`config.mk`:
```
export PLATFORM = sky130hd
export DESIGN_NAME = base64url_text_decoder
export DESIGN_NICKNAME = d
export VERILOG_FILES = /design/src/rtl/core/b64d_pkg.sv /design/src/rtl/core/b64d_out_queue.sv /design/src/rtl/core/base64url_text_decoder.sv
export SDC_FILE = /design/constraint.sdc
export NUM_CORES = 1
export LEC_CHECK = 0
export ABC_AREA = 1
export BUFFER_PORTS_ARGS = -buffer_cell sky130_fd_sc_hd__clkbuf_2
export CAP_MARGIN = 20
export CORE_MARGIN = 2
export CORE_UTILIZATION = 54
export CTS_BUF_LIST = sky130_fd_sc_hd__clkbuf_4 sky130_fd_sc_hd__clkbuf_8
export DETAILED_ROUTE_END_ITERATION = 8
export GPL_TIMING_DRIVEN = 0
export PLACE_DENSITY = 0.79
export SETUP_SLACK_MARGIN = 0.5
export SLEW_MARGIN = 20
export SYNTH_ARGS = -nofsm -noshare
export SYNTH_HDL_FRONTEND = slang
export SYNTH_HIERARCHICAL = 1
export SYNTH_SLANG_ARGS = --single-unit
```
`constraint.sdc`:
```
create_clock -name clock -period 5.1 [get_ports clock]
set_input_delay 0.51 -clock clock [delete_from_list [all_inputs] [get_ports clock]]
set_output_delay 0.51 -clock clock [all_outputs]
set_load 0.01 [all_outputs]
```
`src/rtl/core/b64d_pkg.sv`:
```
// b64d_pkg: item types, register map and character decode shared by the
// base64url text decoder and its result queue. No dependencies.

package b64d_pkg;

   // input item
   typedef struct packed {
      logic [7:0] char_code;
      logic       last_char;
   } req_type;

   // result item
   typedef struct packed {
      logic [7:0] data_byte;
      logic       byte_valid;
      logic       status;
      logic       end_of_string;
   } rsp_type;

   // results caused by one input item, up to three, delivered in order
   typedef struct packed {
      logic [23:0] bytes;       // top byte goes out first
      logic [1:0]  count;       // results still to deliver, 0 means none
      logic        byte_valid;
      logic        status;
      logic        end_of_string; // flagged on the final result only
   } bundle_type;

   // decoded character
   typedef struct packed {
      logic       valid;
      logic [5:0] value;
   } sextet_type;

   localparam int unsigned AddrWidth = 3;

   typedef enum logic {
      REG_MAX_CHARS = 1'b0,
      REG_MAX_BYTES = 1'b1
   } reg_index_type;

   localparam logic [7:0] MAX_CHARS_RESET = 8'd11;
   localparam logic [7:0] MAX_BYTES_RESET = 8'd8;

   localparam logic [7:0] CHAR_UPPER_A = 8'h41;
   localparam logic [7:0] CHAR_UPPER_Z = 8'h5a;
   localparam logic [7:0] CHAR_LOWER_A = 8'h61;
   localparam logic [7:0] CHAR_LOWER_Z = 8'h7a;
   localparam logic [7:0] CHAR_DIGIT_0 = 8'h30;
   localparam logic [7:0] CHAR_DIGIT_9 = 8'h39;
   localparam logic [7:0] CHAR_MINUS   = 8'h2d;
   localparam logic [7:0] CHAR_UNDER   = 8'h5f;

   localparam logic [5:0] SEXTET_LOWER_BASE = 6'd26;
   localparam logic [5:0] SEXTET_DIGIT_BASE = 6'd52;
   localparam logic [5:0] SEXTET_MINUS      = 6'd62;
   localparam logic [5:0] SEXTET_UNDER      = 6'd63;

   localparam logic [7:0] BYTE_COUNT_MAX = 8'hff;

   function automatic sextet_type decode_char(input logic [7:0] c);
      sextet_type s;
      logic [7:0] off_upper;
      logic [7:0] off_lower;
      logic [7:0] off_digit;
      off_upper = c - CHAR_UPPER_A;
      off_lower = c - CHAR_LOWER_A;
      off_digit = c - CHAR_DIGIT_0;
      s = '0;
      priority if (c >= CHAR_UPPER_A && c <= CHAR_UPPER_Z) begin
         s.valid = 1'b1;
         s.value = off_upper[5:0];
      end else if (c >= CHAR_LOWER_A && c <= CHAR_LOWER_Z) begin
         s.valid = 1'b1;
         s.value = SEXTET_LOWER_BASE + off_lower[5:0];
      end else if (c >= CHAR_DIGIT_0 && c <= CHAR_DIGIT_9) begin
         s.valid = 1'b1;
         s.value = SEXTET_DIGIT_BASE + off_digit[5:0];
      end else if (c == CHAR_MINUS) begin
         s.valid = 1'b1;
         s.value = SEXTET_MINUS;
      end else if (c == CHAR_UNDER) begin
         s.valid = 1'b1;
         s.value = SEXTET_UNDER;
      end else begin
         s.valid = 1'b0;
         s.value = '0;
      end
      return s;
   endfunction

endpackage

```
`src/rtl/core/b64d_out_queue.sv`:
```
// b64d_out_queue: holds the results of one decoded item and hands them
// out one per cycle, while rsp_stall is low, through a result register. Depends on b64d_pkg.

module b64d_out_queue (
   input  logic                   clock,
   input  logic                   reset,
   input  logic                   push,
   input  b64d_pkg::bundle_type   push_bundle,
   output logic                   can_push,
   output logic                   rsp_valid,
   input  logic                   rsp_stall,
   output b64d_pkg::rsp_type      rsp_data
);

   b64d_pkg::bundle_type bundle_ff;
   b64d_pkg::rsp_type    rsp_ff;
   logic                 rsp_valid_ff;
   logic                 busy;
   logic                 load;
   b64d_pkg::rsp_type    head;

   assign busy = (bundle_ff.count != 2'd0);
   // result register empty or being taken
   assign load = busy && (!rsp_valid_ff || !rsp_stall);
   // room once the final held result moves to the result register
   assign can_push = !busy || (load && bundle_ff.count == 2'd1);

   always_comb begin
      head.data_byte     = bundle_ff.byte_valid ? bundle_ff.bytes[23:16] : 8'd0;
      head.byte_valid    = bundle_ff.byte_valid;
      head.status        = bundle_ff.status;
      head.end_of_string = bundle_ff.end_of_string && (bundle_ff.count == 2'd1);
   end

   always_ff @(posedge clock) begin
      if (reset) begin
         bundle_ff.count <= 2'd0;
         rsp_valid_ff    <= 1'b0;
      end else begin
         if (push) begin
            bundle_ff <= push_bundle;
         end else if (load) begin
            bundle_ff.count <= bundle_ff.count - 2'd1;
            bundle_ff.bytes <= {bundle_ff.bytes[15:0], 8'd0};
         end
         if (load) begin
            rsp_valid_ff <= 1'b1;
            rsp_ff       <= head;
         end else if (!rsp_stall) begin
            rsp_valid_ff <= 1'b0;
         end
      end
   end

   assign rsp_valid = rsp_valid_ff;
   assign rsp_data  = rsp_ff;

endmodule

```
`src/rtl/core/base64url_text_decoder.sv`:
```
// base64url_text_decoder: top level, string state, character decode and
// register port. Depends on b64d_pkg and b64d_out_queue.
//
//   channel   direction  handshake            payload
//   req       in         req_valid/req_stall  b64d_pkg::req_type (one character)
//   rsp       out        rsp_valid/rsp_stall  b64d_pkg::rsp_type (byte or end marker)
//   csr       in/out     apb, pready tied 1   max_chars at 0x0, max_bytes at 0x4
//
// one character is decoded in the cycle it is accepted; its zero to three
// results wait in a small queue and leave one per cycle through the result
// register while rsp_stall is low, so the input runs at one item per cycle
// except while rsp_stall holds or an item with two or three results drains
// through the single result port. reset is synchronous and clears the string
// state, the queue and the result valid flag; limits return to 11 chars, 8 bytes.
// req_stall rises only when the queue still holds results after this cycle.

module base64url_text_decoder (
   input  logic                                clock,
   input  logic                                reset,
   // input items
   input  logic                                req_valid,
   output logic                                req_stall,
   input  b64d_pkg::req_type                   req_data,
   // result items
   output logic                                rsp_valid,
   input  logic                                rsp_stall,
   output b64d_pkg::rsp_type                   rsp_data,
   // register port
   input  logic                                psel,
   input  logic                                penable,
   input  logic                                pwrite,
   input  logic [b64d_pkg::AddrWidth-1:0]      paddr,
   input  logic [31:0]                         pwdata,
   output logic [31:0]                         prdata,
   output logic                                pready
);

   // limits
   logic [7:0]  max_chars_ff;
   logic [7:0]  max_bytes_ff;

   // string state
   logic [23:0] acc_ff,       acc_in;
   logic [1:0]  pos_ff,       pos_in;
   logic [7:0]  ccount_ff,    ccount_in;
   logic [7:0]  bcount_ff,    bcount_in;
   logic        halted_ff,    halted_in;

   logic                 accept;
   logic                 can_push;
   logic                 push;
   b64d_pkg::bundle_type bundle;
   b64d_pkg::sextet_type sx;
   b64d_pkg::reg_index_type reg_sel;
   logic                 csr_write;

   // decode datapath
   logic [23:0] acc_step;
   logic [23:0] acc_flush;
   logic [7:0]  ccount_inc;
   logic        flush;
   logic        full;
   logic [8:0]  bsum;
   logic [7:0]  bcount_sat;
   logic [8:0]  bdiff;
   logic [1:0]  n_del;

   // ---------------------------------------------------------------
   // register port
   // ---------------------------------------------------------------
   assign pready    = 1'b1;
   assign reg_sel   = b64d_pkg::reg_index_type'(paddr[2]);
   assign csr_write = psel && penable && pwrite && pready;

   always_comb begin
      unique case (reg_sel)
         b64d_pkg::REG_MAX_CHARS: prdata = {24'd0, max_chars_ff};
         b64d_pkg::REG_MAX_BYTES: prdata = {24'd0, max_bytes_ff};
         default:                 prdata = 32'd0;
      endcase
   end

   always_ff @(posedge clock) begin
      if (reset) begin
         max_chars_ff <= b64d_pkg::MAX_CHARS_RESET;
         max_bytes_ff <= b64d_pkg::MAX_BYTES_RESET;
      end else if (csr_write) begin
         unique case (reg_sel)
            b64d_pkg::REG_MAX_CHARS: max_chars_ff <= pwdata[7:0];
            b64d_pkg::REG_MAX_BYTES: max_bytes_ff <= pwdata[7:0];
            default: ;
         endcase
      end
   end

   // ---------------------------------------------------------------
   // character decode
   // ---------------------------------------------------------------
   assign req_stall = !can_push;
   assign accept    = req_valid && !req_stall;

   assign sx         = b64d_pkg::decode_char(req_data.char_code);
   assign acc_step   = {acc_ff[17:0], sx.value};
   // char_count stays below max_chars here, so no wrap
   assign ccount_inc = ccount_ff + 8'd1;
   assign flush      = req_data.last_char || (ccount_inc >= max_chars_ff);
   assign full       = flush || (pos_ff == 2'd3);

   // pad the missing sextets of a partial group with zeros
   always_comb begin
      unique case (pos_ff)
         2'd0:    acc_flush = {acc_step[5:0], 18'd0};
         2'd1:    acc_flush = {acc_step[11:0], 12'd0};
         2'd2:    acc_flush = {acc_step[17:0], 6'd0};
         default: acc_flush = acc_step;
      endcase
   end

   // byte count saturates; bytes past max_bytes are dropped
   assign bsum       = {1'b0, bcount_ff} + 9'd3;
   assign bcount_sat = bsum[8] ? b64d_pkg::BYTE_COUNT_MAX : bsum[7:0];
   assign bdiff      = {1'b0, max_bytes_ff} - {1'b0, bcount_ff};

   always_comb begin
      if (bcount_ff >= max_bytes_ff) begin
         n_del = 2'd0;
      end else if (bdiff >= 9'd3) begin
         n_del = 2'd3;
      end else begin
         n_del = bdiff[1:0];
      end
   end

   always_comb begin
      acc_in    = acc_ff;
      pos_in    = pos_ff;
      ccount_in = ccount_ff;
      bcount_in = bcount_ff;
      halted_in = halted_ff;
      bundle    = '0;

      if (accept) begin
         priority if (halted_ff) begin
            // string already ended: wait for its last character
            if (req_data.last_char) begin
               halted_in = 1'b0;
            end
         end else if (ccount_ff >= max_chars_ff) begin
            // limit reached earlier or lowered: empty end item
            bundle.count         = 2'd1;
            bundle.end_of_string = 1'b1;
            acc_in    = '0;
            pos_in    = '0;
            ccount_in = '0;
            bcount_in = '0;
            halted_in = !req_data.last_char;
         end else if (!sx.valid) begin
            // bad character: error item, drop the rest
            bundle.count         = 2'd1;
            bundle.status        = 1'b1;
            bundle.end_of_string = 1'b1;
            acc_in    = '0;
            pos_in    = '0;
            ccount_in = '0;
            bcount_in = '0;
            halted_in = !req_data.last_char;
         end else if (flush) begin
            bundle.bytes         = acc_flush;
            bundle.byte_valid    = (n_del != 2'd0);
            bundle.count         = (n_del != 2'd0) ? n_del : 2'd1;
            bundle.end_of_string = 1'b1;
            acc_in    = '0;
            pos_in    = '0;
            ccount_in = '0;
            bcount_in = '0;
            halted_in = !req_data.last_char;
         end else begin
            ccount_in = ccount_inc;
            pos_in    = pos_ff + 2'd1;
            if (full) begin
               bundle.bytes      = acc_step;
               bundle.byte_valid = 1'b1;
               bundle.count      = n_del;
               acc_in    = '0;
               bcount_in = bcount_sat;
            end else begin
               acc_in = acc_step;
            end
         end
      end
   end

   assign push = (bundle.count != 2'd0);

   always_ff @(posedge clock) begin
      if (reset) begin
         acc_ff    <= '0;
         pos_ff    <= '0;
         ccount_ff <= '0;
         bcount_ff <= '0;
         halted_ff <= 1'b0;
      end else begin
         acc_ff    <= acc_in;
         pos_ff    <= pos_in;
         ccount_ff <= ccount_in;
         bcount_ff <= bcount_in;
         halted_ff <= halted_in;
      end
   end

   // ---------------------------------------------------------------
   // result queue and output register
   // ---------------------------------------------------------------
   b64d_out_queue u_out_queue (
      .clock       (clock),
      .reset       (reset),
      .push        (push),
      .push_bundle (bundle),
      .can_push    (can_push),
      .rsp_valid   (rsp_valid),
      .rsp_stall   (rsp_stall),
      .rsp_data    (rsp_data)
   );

endmodule

```
Word-level counts from Yosys, hierarchy flattened. Cells that the tools add are included.

Add/sub/neg operators: 10. $mul: 0. Div/mod/pow operators: 0. Magnitude comparators: 10. Equality and inequality tests: 8. Shift operators: 0. Multiplexer cells: 48. Bitwise operators: 5. Reductions and logical operators: 33.

Operator list (number): 18-bit 2-to-1 mux (4); 24-bit one-hot mux with 3 select lines (1); 8-bit 2-to-1 mux (8); 32-bit one-hot mux with 2 select lines (1); 29-bit 2-to-1 mux (2); 27-bit 2-to-1 mux (2); 26-bit 2-to-1 mux (2); 24-bit 2-to-1 mux (2); 7-bit 2-to-1 mux (5); 8-bit greater-or-equal comparator (3); 2-bit 2-to-1 mux (9); 8-bit by 7-bit greater-or-equal comparator with 1-bit output (second input constant) (2); 8-bit by 7-bit less-or-equal comparator with 1-bit output (second input constant) (2); 1-bit 2-to-1 mux (12); 2-bit AND reduction (6); 6-bit subtractor (second input constant) (2); 8-bit by 2-bit adder with 9-bit output (second input constant) (1); 9-bit by 2-bit greater-or-equal comparator with 1-bit output (second input constant) (1); 1-bit logical AND (9); 8-bit by 8-bit subtractor with 9-bit output (1); 8-bit by 1-bit adder with 8-bit output (second input constant) (1); 8-bit by 6-bit == test with 1-bit output (second input constant) (1); 8-bit by 7-bit == test with 1-bit output (second input constant) (1); 8-bit by 6-bit greater-or-equal comparator with 1-bit output (second input constant) (1); 19 further kinds (35).

Flip-flop bits (word level): 94. Latch bits: 0. RAM bits: 0. ROM bits: 0. Output and inout bits: 46. Logic and storage cells: 131. Memories kept: 0.

Depth between registers and ports, before layout.
Depth after elaboration: 15. Gate-level depth with buffers: 25. Gate-level depth less buffers: 24.

Cells and area by module. The synthesis kept the hierarchy.

Modules (own cells, without submodules): base64url_text_decoder (times used 1, cells an instance 718, area an instance 4608.2 um2, seq. area each 1061.0 um2); b64d_out_queue (times used 1, cells an instance 163, area an instance 1709.1 um2, seq. area each 1201.2 um2).

Least setup slack after synthesis. Ideal clock, no wire load.

Kind: reg2reg. Start: register ccount_ff[2]. End: register u_out_queue/bundle_ff[10] in the netlist's numbering (enable). Arrival: 4322 ps. Required time: 4662 ps. Setup slack: 340 ps. Cell stages (with the launch flop): 18. Path through: dfxtp_1 > nand3_1 > nand3b_1 > nand3b_1 > xnor2_1 > ha_1 > nand2_1 > nor2_1 > nand4_1 > nand4_1 > inv_1 > buf_2 > a21oi_1 > nand3_1 > nand2_1 > inv_1 > buf_6 > o21ai_0.

Longest elaborated chain between the ends: 13. Elaborated cells between the ends (all ways): 14. Those cells by class: 1 x add/sub; 2 x order compare; 6 x mux; 5 x reduce/logical.

RTL lines: start: declaration (RTL line base64url_text_decoder.sv:45) `logic [7:0] ccount_ff, ccount_in;`; start signal: assignment (RTL line base64url_text_decoder.sv:205) `ccount_ff <= ccount_in;`; 8-bit by 1-bit adder with 8-bit output (RTL line base64url_text_decoder.sv:105) `assign ccount_inc = ccount_ff + 8'd1;`; 8-bit greater-or-equal comparator (RTL line base64url_text_decoder.sv:106) `assign flush = req_data.last_char || (ccount_inc >= max_chars_ff);`; 1-bit logical OR (RTL line base64url_text_decoder.sv:106); 1-bit logical OR (RTL line base64url_text_decoder.sv:107) `assign full = flush || (pos_ff == 2'd3);`; 27-bit 2-to-1 mux (RTL line base64url_text_decoder.sv:180) `if (full) begin`; 27-bit 2-to-1 mux (RTL line base64url_text_decoder.sv:167) `end else if (flush) begin`; 2-bit 2-to-1 mux (RTL line base64url_text_decoder.sv:157) `end else if (!sx.valid) begin`; 2-bit 2-to-1 mux * (RTL line base64url_text_decoder.sv:148) `end else if (ccount_ff >= max_chars_ff) begin`; 29-bit 2-to-1 mux * (RTL line base64url_text_decoder.sv:143) `priority if (halted_ff) begin`; 29-bit 2-to-1 mux * (RTL line base64url_text_decoder.sv:142) `if (accept) begin`; 2-bit nonzero test * (RTL line base64url_text_decoder.sv:193) `assign push = (bundle.count != 2'd0);`; named net push (RTL line base64url_text_decoder.sv:51) `logic push;`; 2-bit nonzero test (no source line) *; 2-bit AND reduction (no source line) *; end signal: assignment (RTL line b64d_out_queue.sv:41) `bundle_ff <= push_bundle;`; end: declaration (RTL line b64d_out_queue.sv:15) `b64d_pkg::bundle_type bundle_ff;`.

The timed path passes the listed nets; every way through them passes the cells marked *. A chain may end at the register's enable or synchronous reset.

Worst setup path after layout.
Start: register ccount_ff[2]. End: register u_out_queue/bundle_ff[14] in the netlist's numbering (enable).

The elaborated chain is that of the path after synthesis.

==> results.txt <==
----------------------------------------------------
[Clock network]
  Depth of the CTS H-tree ... 3
  Clock tree from TritonCTS ... yes
  Max Root-Sink Buffers ... 2
  Hold-fix buffer count after cts ... 0
  Clock transition time at the flip-flop clock pins of the worst setup and hold paths ... 0.09 ns
  Number of buffers inserted during clock tree synthesis ... 9
  Source-to-sink clock delay at the later pin of the worst-skew pair ... 0.39 ns
  Post-CTS Repair Setup Buffers ... 0
  Number of instances resized during post-cts repair ... 0
  Clock net sink count ... 94
  Root buffer cell ... clkbuf_8

[Layout]
  Fraction of layout instances using a drive strength above 1 ... 14.8%
  Antenna fix cells ... 0
  Net count of the finished layout ... 1055
  Synthesis-to-layout area growth ... 11.7%
  Number of fill cells in the layout ... 1097

[Worst hold path]
  End of the worst hold path ... max_chars_ff[1]
  Worst min path class ... in -> reg
  Startpoint of the most critical hold path ... pwdata[1]
  Number of instances on the worst hold path ... 3

[Synthesis]
  Most numerous cell types in the synthesized netlist ... nand2_1, inv_1, nand3_1, a21oi_1, dfxtp_1
  Gate count after technology mapping ... 881
  Most numerous cell in the Yosys netlist ... nand2_1
  Synth Area per Inst ... 7.17 sq um
  Leading area contributor after synthesis ... edfxtp_1
  Post-synth design cell area ... 6320 sq um
  Portion of the post-synthesis area used by sequential elements ... 35.8%
  Post-synth EDFFs ... 38
  Cell variety after synth ... 43
  Fraction of synthesized cell area taken by the top area cell type ... 18.1%
  Prevailing post-synth register cell ... dfxtp_1
  Biggest area contributors in the synthesized netlist ... edfxtp_1, dfxtp_1, nand2_1, ha_1, inv_1
  Flop and latch count out of synthesis ... 94
  Fraction of registers with async set or reset after synthesis ... 0%
  Warning count from the yosys run ... 6

[Pwr]
  Final Total Pwr ... 2.16 mW
  Maximum VDD drop ... 0.227 mV
  PwrDens ... 305 nW/um^2
  Leakage power total ... 3.37 nW

[Floorplanning]
  Number of top-level pins ... 97
  Height of the die ... 112 microns
  Initial core utilization ... 55.3%
  Core outline area ... 11400 sq um
  FP Rows ... 39
  Die Width ... 112 microns
  Total Die Area ... 12600 sq um

[STA]
  Relative slew slack ... 40.3%
  Setup Total Neg Slack ... 0 ns
  Final Hold Viols ... 0
  Actual slew at the worst max-slew pin ... 0.886 ns
  Setup repair after global routing missed its margin ... false
  Final period demand of the worst path ... 3.94 ns
  Largest clock skew in the final design ... 0.0133 ns
  Final worst path period share ... 77.3%
  Maximum achievable frequency ... 254 MHz
  Max-slew violation count ... 0
  Setup violators final ... 0

[Critical path]
  R2R Path End ... u_out_queue/bundle_ff[14]
  Worst-path fanout max ... 16
  CP endpoint kind ... flop
  Delay of the slowest critical-path stage ... 0.42 ns
  Data required time at the worst endpoint ... 5.19 ns
  Worst reg2reg path startpoint ... ccount_ff[2]
  Standard cell with the maximum stage delay on the critical path ... dfxtp_1
  Kind of critical path ... reg -> reg
  Cell Chain, Critical Path ... nand3_1 -> nand3b_1 -> nand3b_1 -> xnor2_1 -> ha_1 -> nand2_1 -> nor2_1 -> nand4_1 -> nand4_1 -> inv_1 -> buf_2 -> a21oi_1 -> nand3_1 -> nand2_1 -> inv_1 -> buf_6 -> o21ai_2 -> buf_8
  Slack of the worst reg-to-reg path ... 1.16 ns
  Worst-case reg-to-reg path depth ... 18
  Type of origin of the critical path ... flop
  Endpoint arrival time on the critical path ... 4.03 ns

[Global route]
  Global-route wire length before repair ... 23200 microns
  Total track usage ... 22.6%
  Maximum number of pins on one net before global-route repair ... 17
  Number of global-route vias before repair ... 5031
  Initial antenna violation count ... 0
  Total global routing overflow ... 0

[Routing]
  Detailed-route via count ... 5587
  DRC violation count after routing ... 0
  Remaining number of nets flagged by the antenna check after routing ... 0
  Via density per instance ... 5.04
  Number of violations reported at the end of detailed-routing iteration 0 ... 377
  First-pass detailed-route iteration total ... 5
  Post-Route WL ... 13900 microns
  DR WL/cell ... 12.6 microns

[Flow run]
  Max-capacitance violation count ... 0

[Place]
  DP Wirelength ... 11000 microns
  Number of input and output port buffers inserted ... 45
  Final weighted congestion of routability-driven global placement ... 0.951

[Run status]
  Result of the run ... completed

----------------------------------------------------
report_power, final:
part	switching, mW	total [mW]	internal, mW
Clock	0.273	0.565	0.292
Combinational	0.410	0.612	0.201
Sequential	0.0384	0.979	0.941
cells by family (layout without fill, tap and decap cells):
logic type | Yosys count | in the layout | share of synthesized area (%)
buffers and inverters | 178 | 240 | 13.0
AOI/OAI and AO/OA | 139 | 139 | 12.0
and+or+nand+nor | 410 | 410 | 28.4
adders and majority gates | 43 | 43 | 8.64
DFF | 94 | 94 | 35.8
xor gates and xnor gates | 15 | 15 | 2.08
other | 2 | 25 | 0.119
cell type report:
cell class                 instances  area, sq um  share of cell area [%]
multi-input combinational        632         3330                    47.1
sequential                        94         2260                    32.1
inverter                         131          495                    7.02
buffer                            47          323                    4.57
timing repair buffer              46          240                    3.40
tap                              143          179                    2.54
clock buffer                      10          138                    1.95
clock inverter                     6         92.6                    1.31
placed cells by master (no fill, tap or decap), types with 3 or more instances in the layout:
cell,synthesis,final
a21oi_1,64,64
a21oi_2,10,10
buf_2,5,5
buf_4,27,27
buf_6,3,3
clkbuf_1,10,10
clkbuf_2,0,45
clkbuf_8,0,10
clkinv_1,5,5
conb_1,2,25
dfxtp_1,56,56
edfxtp_1,38,38
ha_1,42,42
inv_1,119,119
inv_2,5,5
nand2_1,246,246
nand2_2,13,13
nand3_1,76,76
nand3b_1,3,3
nand4_1,8,8
nor2_1,46,46
nor3_1,4,4
o21a_1,3,3
o21ai_0,43,42
o21ai_1,6,6
o22ai_1,10,10
or2_2,4,4
xnor2_1,3,3
xor2_1,12,12
critical path, delay by kind of cell (launching register included):
kind                       cells  cell delay (ns)
and+or+nand+nor                9             1.46
buffers and inverters          5             0.71
AOI/OAI and AO/OA              2             0.61
DFF                            1             0.42
adders and majority gates      1             0.29
xor gates and xnor gates       1             0.16
per-layer routing:
| metal | wire [microns] | vias up | GRT usage [%] |
|---|---|---|---|
| met1 | 6370 | 2443 | 30.4 |
| met5 | 0 | - | 0 |
| li1 | - | 2958 | - |
| met4 | 221 | 0 | 8.54 |
| met3 | 894 | 16 | 3.62 |
| met2 | 6440 | 170 | 36.9 |
flip-flops by register name, summed over array words and instances, names as in the netlist:
name,cells
acc_ff,18
u_out_queue/rsp_valid,1
u_out_queue/bundle_ff,29
ccount_ff,8
u_out_queue/rsp_data,11
bcount_ff,8
max_bytes_ff,8
pos_ff,2
max_chars_ff,8
halted_ff,1
worst max path at each step:
stage,start,to,slack [ns]
floorplan,ccount_ff[2],u_out_queue/bundle_ff[10],0.99
global placement,ccount_ff[2],u_out_queue/bundle_ff[9],0.28
detailed placement,ccount_ff[2],u_out_queue/bundle_ff[6],1.15
CTS,ccount_ff[2],u_out_queue/bundle_ff[6],1.13
finish,ccount_ff[2],u_out_queue/bundle_ff[14],1.16
global route,ccount_ff[0],u_out_queue/bundle_ff[6],0.73
metrics by stage:
stage               instance area [sq um]  setup slack, ns  hold WS [ns]  instances  utilization (%)
CTS                                  7060             1.13         0.363       1109             61.8
finish                               7060             1.16         0.372       1109             61.8
global placement                     6810            0.276         0.406       1092             59.6
floorplan                            6400            0.994         0.400        904                -
detailed placement                   6830             1.15         0.422       1093             59.8
global route                         7060            0.725         0.392       1109             61.8
Note: power is estimated with default switching activity, not from simulation.
